==> config.mk <==
export PLATFORM = sky130hd
export DESIGN_NAME = text_to_integer_parser
export DESIGN_NICKNAME = d
export VERILOG_FILES = /design/src/design/ttip_pkg.sv /design/src/design/ttip_front.sv /design/src/design/ttip_queue.sv /design/src/design/ttip_back.sv /design/src/design/text_to_integer_parser.sv
export SDC_FILE = /design/constraint.sdc
export NUM_CORES = 1
export LEC_CHECK = 0
export BUFFER_PORTS_ARGS = -buffer_cell sky130_fd_sc_hd__buf_4
export CAP_MARGIN = 20
export CORE_ASPECT_RATIO = 0.9
export CORE_MARGIN = 10
export CORE_UTILIZATION = 65
export CTS_BUF_LIST = sky130_fd_sc_hd__clkbuf_4
export DETAILED_ROUTE_END_ITERATION = 12
export GPL_TIMING_DRIVEN = 0
export PLACE_DENSITY = 0.9
export SYNTH_ARGS = -nofsm -noshare
export SYNTH_HDL_FRONTEND = slang
export SYNTH_HIERARCHICAL = 1
export SYNTH_SLANG_ARGS = --single-unit
export TNS_END_PERCENT = 5
==> constraint.sdc <==
create_clock -name clk_i -period 12.2 [get_ports clk_i]
set_input_delay 1.22 -clock clk_i [delete_from_list [all_inputs] [get_ports clk_i]]
set_output_delay 1.22 -clock clk_i [all_outputs]
set_load 0.02 [all_outputs]
==> src/design/ttip_pkg.sv <==
// ----------------------------------------------------------------------------
// Text-to-integer parser package
// Character codes, bases, field widths and the classified character record
// that passes from the front end to the back end.
// ----------------------------------------------------------------------------
package ttip_pkg;

  localparam int unsigned CH_W          = 8;
  localparam int unsigned RADIX_W       = 5;
  localparam int unsigned VALUE_W       = 64;
  localparam int unsigned CNT_W         = 8;
  localparam int unsigned CNT_FIELD_MAX = 255;

  localparam logic [CH_W-1:0] CH_NUL     = 8'h00;
  localparam logic [CH_W-1:0] CH_SPACE   = 8'h20;
  localparam logic [CH_W-1:0] CH_TAB     = 8'h09;
  localparam logic [CH_W-1:0] CH_PLUS    = 8'h2B;
  localparam logic [CH_W-1:0] CH_MINUS   = 8'h2D;
  localparam logic [CH_W-1:0] CH_ZERO    = 8'h30;
  localparam logic [CH_W-1:0] CH_NINE    = 8'h39;
  localparam logic [CH_W-1:0] CH_LOWER_A = 8'h61;
  localparam logic [CH_W-1:0] CH_LOWER_F = 8'h66;
  localparam logic [CH_W-1:0] CH_UPPER_A = 8'h41;
  localparam logic [CH_W-1:0] CH_UPPER_F = 8'h46;
  localparam logic [CH_W-1:0] CH_LOWER_X = 8'h78;
  localparam logic [CH_W-1:0] CH_UPPER_X = 8'h58;

  localparam logic [RADIX_W-1:0] BASE_AUTO  = 5'd0;
  localparam logic [RADIX_W-1:0] BASE_OCT   = 5'd8;
  localparam logic [RADIX_W-1:0] BASE_DEC   = 5'd10;
  localparam logic [RADIX_W-1:0] BASE_HEX   = 5'd16;
  localparam logic [RADIX_W-1:0] DIGIT_NONE = 5'd16;

  typedef struct packed {
    logic               term;
    logic               last;
    logic               ws;
    logic               minus;
    logic               plus;
    logic               zero;
    logic               hex_x;
    logic [RADIX_W-1:0] digit;
  } tok_t;

endpackage

==> src/design/ttip_front.sv <==
// ----------------------------------------------------------------------------
// Text-to-integer parser front end
// Classifies one incoming character into the flags and digit value used by
// the back end.
// ----------------------------------------------------------------------------
module ttip_front (
  input  logic [ttip_pkg::CH_W-1:0] ch_i,
  input  logic                      last_i,
  output ttip_pkg::tok_t            tok_o
);
  import ttip_pkg::*;

  logic [CH_W-1:0] off_num;
  logic [CH_W-1:0] off_low;
  logic [CH_W-1:0] off_up;

  assign off_num = ch_i - CH_ZERO;
  assign off_low = ch_i - CH_LOWER_A + 8'd10;
  assign off_up  = ch_i - CH_UPPER_A + 8'd10;

  always_comb begin
    tok_o.term  = (ch_i == CH_NUL);
    tok_o.last  = last_i;
    tok_o.ws    = (ch_i == CH_SPACE) || (ch_i == CH_TAB);
    tok_o.minus = (ch_i == CH_MINUS);
    tok_o.plus  = (ch_i == CH_PLUS);
    tok_o.zero  = (ch_i == CH_ZERO);
    tok_o.hex_x = (ch_i == CH_LOWER_X) || (ch_i == CH_UPPER_X);
    priority if (ch_i >= CH_ZERO && ch_i <= CH_NINE) begin
      tok_o.digit = off_num[RADIX_W-1:0];
    end else if (ch_i >= CH_LOWER_A && ch_i <= CH_LOWER_F) begin
      tok_o.digit = off_low[RADIX_W-1:0];
    end else if (ch_i >= CH_UPPER_A && ch_i <= CH_UPPER_F) begin
      tok_o.digit = off_up[RADIX_W-1:0];
    end else begin
      tok_o.digit = DIGIT_NONE;
    end
  end

endmodule

==> src/design/ttip_queue.sv <==
// ----------------------------------------------------------------------------
// Text-to-integer parser queue
// Two-entry queue of classified characters between the front and back ends.
// ----------------------------------------------------------------------------
module ttip_queue (
  input  logic           clk_i,
  input  logic           rst_ni,
  input  logic           push_i,
  input  ttip_pkg::tok_t data_i,
  output logic           ready_o,
  output logic           valid_o,
  input  logic           pop_i,
  output ttip_pkg::tok_t data_o
);
  import ttip_pkg::*;

  tok_t       slot_q [2];
  logic [1:0] cnt_q, cnt_d;
  logic       wr_q, rd_q;
  logic       do_push, do_pop;

  assign ready_o = (cnt_q != 2'd2);
  assign valid_o = (cnt_q != 2'd0);
  assign data_o  = slot_q[rd_q];
  assign do_push = push_i && ready_o;
  assign do_pop  = pop_i && valid_o;

  always_comb begin
    cnt_d = cnt_q;
    if (do_push && !do_pop) begin
      cnt_d = cnt_q + 2'd1;
    end else if (!do_push && do_pop) begin
      cnt_d = cnt_q - 2'd1;
    end
  end

  always_ff @(posedge clk_i or negedge rst_ni) begin
    if (!rst_ni) begin
      cnt_q <= 2'd0;
      wr_q  <= 1'b0;
      rd_q  <= 1'b0;
    end else begin
      cnt_q <= cnt_d;
      if (do_push) begin
        wr_q <= ~wr_q;
      end
      if (do_pop) begin
        rd_q <= ~rd_q;
      end
    end
  end

  always_ff @(posedge clk_i) begin
    if (do_push) begin
      slot_q[wr_q] <= data_i;
    end
  end

endmodule

==> src/design/ttip_back.sv <==
// ----------------------------------------------------------------------------
// Text-to-integer parser back end
// Runs the parsing phases on classified characters, accumulates the signed
// value with one multiply-add per digit and holds the result for delivery.
// ----------------------------------------------------------------------------
module ttip_back #(
  parameter logic [ttip_pkg::CNT_W-1:0] CntLimit = ttip_pkg::CNT_W'(ttip_pkg::CNT_FIELD_MAX)
) (
  input  logic                           clk_i,
  input  logic                           rst_ni,
  input  logic [ttip_pkg::RADIX_W-1:0]   radix_i,
  input  logic                           tok_valid_i,
  input  ttip_pkg::tok_t                 tok_i,
  output logic                           tok_pop_o,
  output logic                           out_valid_o,
  input  logic                           out_ready_i,
  output logic signed [ttip_pkg::VALUE_W-1:0] value_o,
  output logic [ttip_pkg::CNT_W-1:0]     end_offset_o
);
  import ttip_pkg::*;

  localparam logic [2:0] PhWs     = 3'd0;
  localparam logic [2:0] PhPrefix = 3'd1;
  localparam logic [2:0] PhZero   = 3'd2;
  localparam logic [2:0] PhDigits = 3'd3;
  localparam logic [2:0] PhDone   = 3'd4;

  logic [2:0]         phase_q, phase_d;
  logic [RADIX_W-1:0] base_q, base_d;
  logic               neg_q, neg_d;
  logic [VALUE_W-1:0] acc_q, acc_d;
  logic [CNT_W-1:0]   cnt_q, cnt_d;
  logic               out_valid_q, out_valid_d;
  logic [VALUE_W-1:0] value_q;
  logic [CNT_W-1:0]   offset_q;

  logic               prefix_step, digit_step, consume, emit;
  logic [RADIX_W-1:0] mul_base;
  logic [VALUE_W-1:0] product, delta;

  // The accumulator carries the sign, so a minus sign needs no final negation.
  assign product = acc_q * {{(VALUE_W-RADIX_W){1'b0}}, mul_base};
  assign delta   = neg_q ? ({VALUE_W{1'b0}} - VALUE_W'(tok_i.digit))
                         : VALUE_W'(tok_i.digit);

  assign emit      = tok_i.term || tok_i.last;
  assign tok_pop_o = tok_valid_i && !(emit && out_valid_q && !out_ready_i);

  always_comb begin
    phase_d     = phase_q;
    base_d      = base_q;
    neg_d       = neg_q;
    acc_d       = acc_q;
    prefix_step = 1'b0;
    digit_step  = 1'b0;
    consume     = 1'b0;
    mul_base    = base_q;
    if (!tok_i.term) begin
      unique case (phase_q)
        PhWs: begin
          if (tok_i.ws) begin
            consume = 1'b1;
          end else begin
            phase_d = PhPrefix;
            if (tok_i.minus) begin
              neg_d   = 1'b1;
              consume = 1'b1;
            end else if (tok_i.plus) begin
              consume = 1'b1;
            end else begin
              prefix_step = 1'b1;
            end
          end
        end
        PhPrefix: begin
          prefix_step = 1'b1;
        end
        PhZero: begin
          if (tok_i.hex_x) begin
            base_d  = BASE_HEX;
            consume = 1'b1;
            phase_d = PhDigits;
          end else begin
            base_d     = BASE_OCT;
            mul_base   = BASE_OCT;
            digit_step = 1'b1;
          end
        end
        PhDigits: begin
          digit_step = 1'b1;
        end
        default: begin
        end
      endcase
      if (prefix_step) begin
        if (radix_i == BASE_AUTO) begin
          if (tok_i.zero) begin
            consume = 1'b1;
            phase_d = PhZero;
          end else begin
            base_d     = BASE_DEC;
            mul_base   = BASE_DEC;
            digit_step = 1'b1;
          end
        end else begin
          base_d     = radix_i;
          mul_base   = radix_i;
          digit_step = 1'b1;
        end
      end
      if (digit_step) begin
        if (tok_i.digit < mul_base) begin
          acc_d   = product + delta;
          consume = 1'b1;
          phase_d = PhDigits;
        end else begin
          phase_d = PhDone;
        end
      end
    end
    cnt_d = (consume && cnt_q < CntLimit) ? cnt_q + 1'b1 : cnt_q;
  end

  always_comb begin
    out_valid_d = out_valid_q;
    if (tok_pop_o && emit) begin
      out_valid_d = 1'b1;
    end else if (out_ready_i) begin
      out_valid_d = 1'b0;
    end
  end

  always_ff @(posedge clk_i or negedge rst_ni) begin
    if (!rst_ni) begin
      phase_q     <= PhWs;
      base_q      <= '0;
      neg_q       <= 1'b0;
      acc_q       <= '0;
      cnt_q       <= '0;
      out_valid_q <= 1'b0;
    end else begin
      out_valid_q <= out_valid_d;
      if (tok_pop_o) begin
        if (emit) begin
          phase_q <= PhWs;
          base_q  <= '0;
          neg_q   <= 1'b0;
          acc_q   <= '0;
          cnt_q   <= '0;
        end else begin
          phase_q <= phase_d;
          base_q  <= base_d;
          neg_q   <= neg_d;
          acc_q   <= acc_d;
          cnt_q   <= cnt_d;
        end
      end
    end
  end

  always_ff @(posedge clk_i) begin
    if (tok_pop_o && emit) begin
      value_q  <= acc_d;
      offset_q <= cnt_d;
    end
  end

  assign out_valid_o  = out_valid_q;
  assign value_o      = value_q;
  assign end_offset_o = offset_q;

endmodule

==> src/design/text_to_integer_parser.sv <==
// ----------------------------------------------------------------------------
// Text-to-integer parser
// Streams characters of a string and returns its integer value in the
// configured or detected base, with the count of characters consumed.
//
// Channel   Direction  Handshake                  Payload
// in        request    in_valid_i / in_ready_o    ch_i, last_i
// out       result     out_valid_o / out_ready_i  value_o, end_offset_o
// radix     write      radix_we_i                 radix_wdata_i
//
// One character is accepted every cycle while the queue has room; the back
// end's single 64 by 5 bit multiply-add per character sets this rate.
// Reset clears the parsing state and sets the radix to ten. A stalled
// result stops only the back end; the two-entry queue keeps accepting
// characters until it fills.
// ----------------------------------------------------------------------------
module text_to_integer_parser #(
  parameter int unsigned MAX_LEN = 255
) (
  input  logic                                clk_i,
  input  logic                                rst_ni,
  input  logic                                radix_we_i,
  input  logic [ttip_pkg::RADIX_W-1:0]        radix_wdata_i,
  input  logic                                in_valid_i,
  output logic                                in_ready_o,
  input  logic [ttip_pkg::CH_W-1:0]           ch_i,
  input  logic                                last_i,
  output logic                                out_valid_o,
  input  logic                                out_ready_i,
  output logic signed [ttip_pkg::VALUE_W-1:0] value_o,
  output logic [ttip_pkg::CNT_W-1:0]          end_offset_o
);
  import ttip_pkg::*;

  localparam int unsigned CntLimit = (MAX_LEN < CNT_FIELD_MAX) ? MAX_LEN : CNT_FIELD_MAX;

  logic [RADIX_W-1:0] radix_q;
  tok_t               tok_in, tok_head;
  logic               tok_valid, tok_pop;

  always_ff @(posedge clk_i or negedge rst_ni) begin
    if (!rst_ni) begin
      radix_q <= BASE_DEC;
    end else if (radix_we_i) begin
      radix_q <= radix_wdata_i;
    end
  end

  ttip_front u_front (
    .ch_i   (ch_i),
    .last_i (last_i),
    .tok_o  (tok_in)
  );

  ttip_queue u_queue (
    .clk_i   (clk_i),
    .rst_ni  (rst_ni),
    .push_i  (in_valid_i),
    .data_i  (tok_in),
    .ready_o (in_ready_o),
    .valid_o (tok_valid),
    .pop_i   (tok_pop),
    .data_o  (tok_head)
  );

  ttip_back #(
    .CntLimit (CNT_W'(CntLimit))
  ) u_back (
    .clk_i        (clk_i),
    .rst_ni       (rst_ni),
    .radix_i      (radix_q),
    .tok_valid_i  (tok_valid),
    .tok_i        (tok_head),
    .tok_pop_o    (tok_pop),
    .out_valid_o  (out_valid_o),
    .out_ready_i  (out_ready_i),
    .value_o      (value_o),
    .end_offset_o (end_offset_o)
  );

endmodule
# [Yosys cells after proc, flatten, opt, wreduce, memory -nomap -nowiden]
# Memories as Yosys holds them, arrays and structs flattened.
# Cells that the tools add are included.
[totals] mem_count=1 ram_bits=24 word_cells=143 ff_bits=163 out_inout_bits=74 in_bits=19
[op_classes] n_bitwise=2 multipliers=1 addsub=10 n_lt_le_gt_ge=8 muxes=67 n_reduce_logical=29 n_eq_ne=13
[mem_list] name="u_queue.slot_q" depth=2 word_bits=12 rd=1 rd_clocked_by_memory_dff=0 write_ports=1 line="ttip_queue.sv:17" rtl="tok_t slot_q [2];"
[ops] cell="64-bit 2-to-1 mux" n=5
[ops] cell="5-bit 2-to-1 mux" n=17
[ops] cell="64-bit adder" n=1
[ops] cell="64-bit by 5-bit multiplier with 64-bit output" n=1
[ops] cell="8-bit by 6-bit equality test with 1-bit output, second input constant" n=4
[ops] cell="1-bit 2-to-1 mux" n=28
[ops] cell="3-bit 2-to-1 mux" n=9
[ops] cell="8-bit by 7-bit equality test with 1-bit output, second input constant" n=2
[ops] cell="8-bit by 7-bit greater-or-equal comparator with 1-bit output, second input constant" n=2
[ops] cell="8-bit by 7-bit <= comparator with 1-bit output, second input constant" n=2
[ops] cell="8-bit 2-to-1 mux" n=2
[ops] cell="1-bit logical AND" n=12
[ops] cell="5-bit by 4-bit adder with 5-bit output, second input constant" n=2
[ops] cell="2-bit nonzero test" n=5
[ops] cell="5-bit by 1-bit subtractor with 5-bit output, second input constant" n=2
[ops] cell="8-bit by 1-bit adder with 8-bit output, second input constant" n=1
[ops] cell="8-bit by 4-bit equality test with 1-bit output, second input constant" n=1
[ops] cell="8-bit by 6-bit greater-or-equal comparator with 1-bit output, second input constant" n=1
[ops] cell="8-bit by 6-bit <= comparator with 1-bit output, second input constant" n=1
[ops] cell="8-bit logical NOT" n=1
[ops] cell="8-bit < comparator, second input constant" n=1
[ops] cell="3-bit by 2-bit equality test with 1-bit output, second input constant" n=2
[ops] cell="1-bit one-hot mux with 2 select lines" n=3
[ops] cell="3-bit one-hot mux with 2 select lines" n=1
[ops] cell="16 further kinds" n=24

# [Depth between registers and ports, before layout]
# An unclocked memory read counts as a cell.
[logic_depth] word_depth=15 ltp_mapped=26

# [Modules after synthesis]
# Netlist, hierarchy kept.
[by_module_without_submodules] mod="ttip_back" area_each_um2=17598.1 seq_area_each_um2=4214.0 cells_each=1818 n_inst=1
[by_module_without_submodules] mod="ttip_queue" area_each_um2=1078.5 seq_area_each_um2=820.8 cells_each=55 n_inst=1
[by_module_without_submodules] mod="ttip_front" area_each_um2=280.3 seq_area_each_um2=0.0 cells_each=39 n_inst=1
[by_module_without_submodules] mod="text_to_integer_parser" area_each_um2=183.9 seq_area_each_um2=127.6 cells_each=10 n_inst=1

# [Least setup slack after synthesis]
# Ideal clock, no wire load.
[synth_timing] path_kind="reg2reg" start="reg u_queue.rd_q" end="reg u_back.value_q[62] (netlist: u_back/value_o[62]), data pin" arrival_ns=10.125 n_path_buf=2 stages_incl_launch_ff=23 setup_slack_ns=1.817 setup_time_ns=0.258 path_cell_list="dfrtp_1 -> buf_6 -> mux2_2 -> or3_1 -> o31ai_1 -> inv_1 -> fa_1 -> fa_1 -> inv_1 -> fa_1 -> inv_1 -> ha_1 -> clkbuf_1 -> and4_1 -> and3_1 -> nand3_1 -> a211oi_1 -> o21ai_1 -> o211a_1 -> o21ba_2 -> o31ai_2 -> xnor2_1 -> o21ai_1"
[synth_lines] item="from (decl)" line="ttip_queue.sv:19" rtl="logic wr_q, rd_q;"
[synth_lines] item="from (signal assigned)" line="ttip_queue.sv:48" rtl="rd_q <= ~rd_q;"
[synth_lines] item="to (signal assigned)" line="ttip_back.sv:163" rtl="value_q <= acc_d;"
[synth_lines] item="to (decl)" line="ttip_back.sv:34" rtl="logic [VALUE_W-1:0] value_q;"

==> run metrics <==
post-cts sizing count=0; commonest non-fill, non-tap cell in the layout=and2_1; Bufs on Longest Clock Path=2; # DRC=0; endpoints failing hold=0; Slowest cell on crit path=clkbuf_1; # fillers=2169; Hold WC Path Type=flip-flop to flip-flop; Critical Path Sink Type=flip-flop; antenna violations before repair=1; Top Family by Delay on Critical Path=compound AO/OA/AOI/OAI gates; highest metal used=met4; routed length on met3=5660 um; placed insts=2414; Die Ht=183 um; WP data required=12600 ps; GRT Util Overall=0.287; # Post-CTS Setup Buffers=0; Core Box Area=28900 um^2; DIE AREA=36700 um^2; H-Tree Depth=4; final non-filler cell total=2447; Yosys top cell by area=fa_1; Critical Path Max Stage Delay=610 ps; net count after synthesis=2259; CTS tree=built; Synth top area share=0.252; Routed wire per std cell=21.2 um; RSZ-0062 raised after global routing=no; YS warnings=6; synthesized area=19100 um^2; Async SR Flop Fraction=0.487; GR Overflow Total=0; commonest non-fill, non-tap cells in the layout=and2_1, fa_1, inv_1; synth top area cells=fa_1, edfxtp_1, dfrtp_1; gpl congestion=0.986; post-synth cell types=79; 1st-iter DRT viols=1556; final setup violation count=0; met2 wire len=23400 um; CTS Sinks=187; Pwr Total=3.70 mW; minimum clock period=8870 ps; crit-path max FO=10; fmax=0.113 GHz; hold buffers post-CTS=0; Peak VDD IR=0.144 mV; Final Max Slew Viols=0; Final HPWL DP=39900 um; Final period util=0.727; cells after synthesis=1922; M1 WL=20400 um; first-pass iteration count of the detailed router=7; Fin Clk Skew=48.8 ps; total number of vias=15.2k; final wirelength=52000 um; clk root buf=clkbuf_4; P_leak=9.65 nW; share of layout cells above drive strength 1=0.106; remaining antenna violation count=0; max cap viols=0; outcome=completed; register area share after synthesis=0.270; relative slew slack=0.305; number of synthesized register bits=187; Worst Path Buf+Inv=6; nets=2374; Crit path depth=26; Clk pin slew, worst setup/hold paths=180 ps; largest net degree at the start of global routing=49; WS Path Type=flip-flop to flip-flop; Via density=6.23; CTS buffer count=17; die width=201 um; Avg Synthesized Cell Area=9.96 um^2; PortBufs=90; actual slew at the worst max-slew pin=1040 ps; vias in the first global route=15.7k; Site Rows=59; Setup crit start kind=flip-flop; hold path depth=1; Post-synth EDFFs=96; worst reg2reg path depth=26; Initial Util=0.661; CP arrival=9270 ps; Post-synth top flop=edfxtp_1; first-pass GRT wire length=83600 um; PD cells=178 nW/um^2; Layout area overhead=8.28%; worst skew pair latency=660 ps; io pins=93
-- cell usage after synthesis (22+ instances only) --
| master | number |
|---|---|
| inv_1 | 209 |
| mux2_2 | 48 |
| edfxtp_1 | 96 |
| dfrtp_1 | 89 |
| a21oi_1 | 76 |
| a21o_1 | 29 |
| nand4_1 | 24 |
| fa_1 | 241 |
| and2_1 | 242 |
| clkbuf_1 | 74 |
| nand3_1 | 22 |
| nand2_1 | 205 |
| ha_1 | 77 |
| xnor2_1 | 57 |
| a22o_1 | 65 |
| nor2_1 | 61 |
| xor2_1 | 23 |
| o21ai_0 | 74 |
-- sequential cells by signal, summed over array words and instances, names as in the netlist --
register / count
u_queue/cnt_q: 2
u_queue/wr_q: 1
u_back/neg_q: 1
u_back/out_valid_o: 1
radix_q: 5
u_back/end_offset_o: 8
u_back/cnt_q: 8
u_queue/slot_q: 24
u_back/phase_q: 3
u_queue/rd_q: 1
u_back/value_o: 64
u_back/acc_q: 64
u_back/base_q: 5
-- cells by family (layout without fill, tap and decap cells) --
family,after synthesis,after routing,synth area share
buffers and inverters,302,430,0.0609
AND/OR/NAND/NOR,621,621,0.169
XOR/XNOR,80,80,0.0366
other,0,1,0
AO/OA/AOI/OAI,366,366,0.133
multiplexers,48,48,0.0282
adder cells (fa/ha/maj),318,318,0.302
flip-flops,187,187,0.270
-- routing by layer --
layer  GRT usage  vias to the layer above
met5           0                        -
li1            -                     6641
met1       0.375                     7502
met4       0.141                        0
met2       0.443                      934
met3      0.0696                      161
-- report_power, final --
part	internal, mW	switching [mW]
Clock	0.0960	0.263
Combinational	0.754	1.60
Sequential	0.888	0.0996
-- through the flow --
stage | utilization | cell area [um^2] | TNS (ps) | setup WS, ps | hold WS (ps)
floorplan | - | 19100 | 0 | 1820 | 461
global placement | 0.702 | 20300 | -76750 | -2100 | 477
detailed placement | 0.706 | 20400 | 0 | 3670 | 487
CTS | 0.716 | 20700 | 0 | 3600 | 513
global route | 0.716 | 20700 | 0 | 3010 | 537
finish | 0.716 | 20700 | 0 | 3330 | 514
-- worst register-to-register path: stages, from the launching register on --
cell	delay, ps
dfrtp_1	480
buf_6	190
mux2_2	380
nor3_1	330
o21ai_0	340
nor2_1	380
a22o_1	290
clkbuf_1	560
clkbuf_1	610
and2_1	260
fa_1	420
fa_1	550
inv_1	60
fa_1	530
inv_1	40
ha_1	260
clkbuf_1	240
and4_1	310
nor2b_1	270
nand3_1	180
a211oi_1	600
o21ai_1	260
o211a_1	230
o21ba_2	260
o31ai_2	240
xnor2_1	170
o21ai_1	140
-- path summary, 6_finish.rpt --
kind / startpoint / end / slack [ps]
min in group asynchronous: rst_ni / u_back/acc_q[51]$_DFFE_PN0P_ / 560
min: u_queue/wr_q$_DFFE_PN0P_ / u_queue/wr_q$_DFFE_PN0P_ / 510
max in group asynchronous: rst_ni / u_back/acc_q[24]$_DFFE_PN0P_ / 10880
min reg2reg: u_queue/wr_q$_DFFE_PN0P_ / u_queue/wr_q$_DFFE_PN0P_ / 510
max: u_queue/rd_q$_DFFE_PN0P_ / u_back/value_o[62]$_DFFE_PP_ / 3330
max reg2reg: u_queue/rd_q$_DFFE_PN0P_ / u_back/value_o[62]$_DFFE_PP_ / 3330
-- area by class of cell --
type / instances / area [um^2] / area share
multi-input cells: 1433 / 12800 / 0.619
flip-flops and latches: 187 / 5160 / 0.249
inverters: 209 / 785 / 0.0379
repair buffers: 96 / 781 / 0.0377
well taps: 396 / 495 / 0.0239
plain buffers: 93 / 382 / 0.0184
clock inverters: 14 / 150 / 0.00724
clock buffers: 18 / 135 / 0.00652
diodes: 1 / 2.50 / 0.000121
No activity file was read; power rests on OpenSTA's default activity.
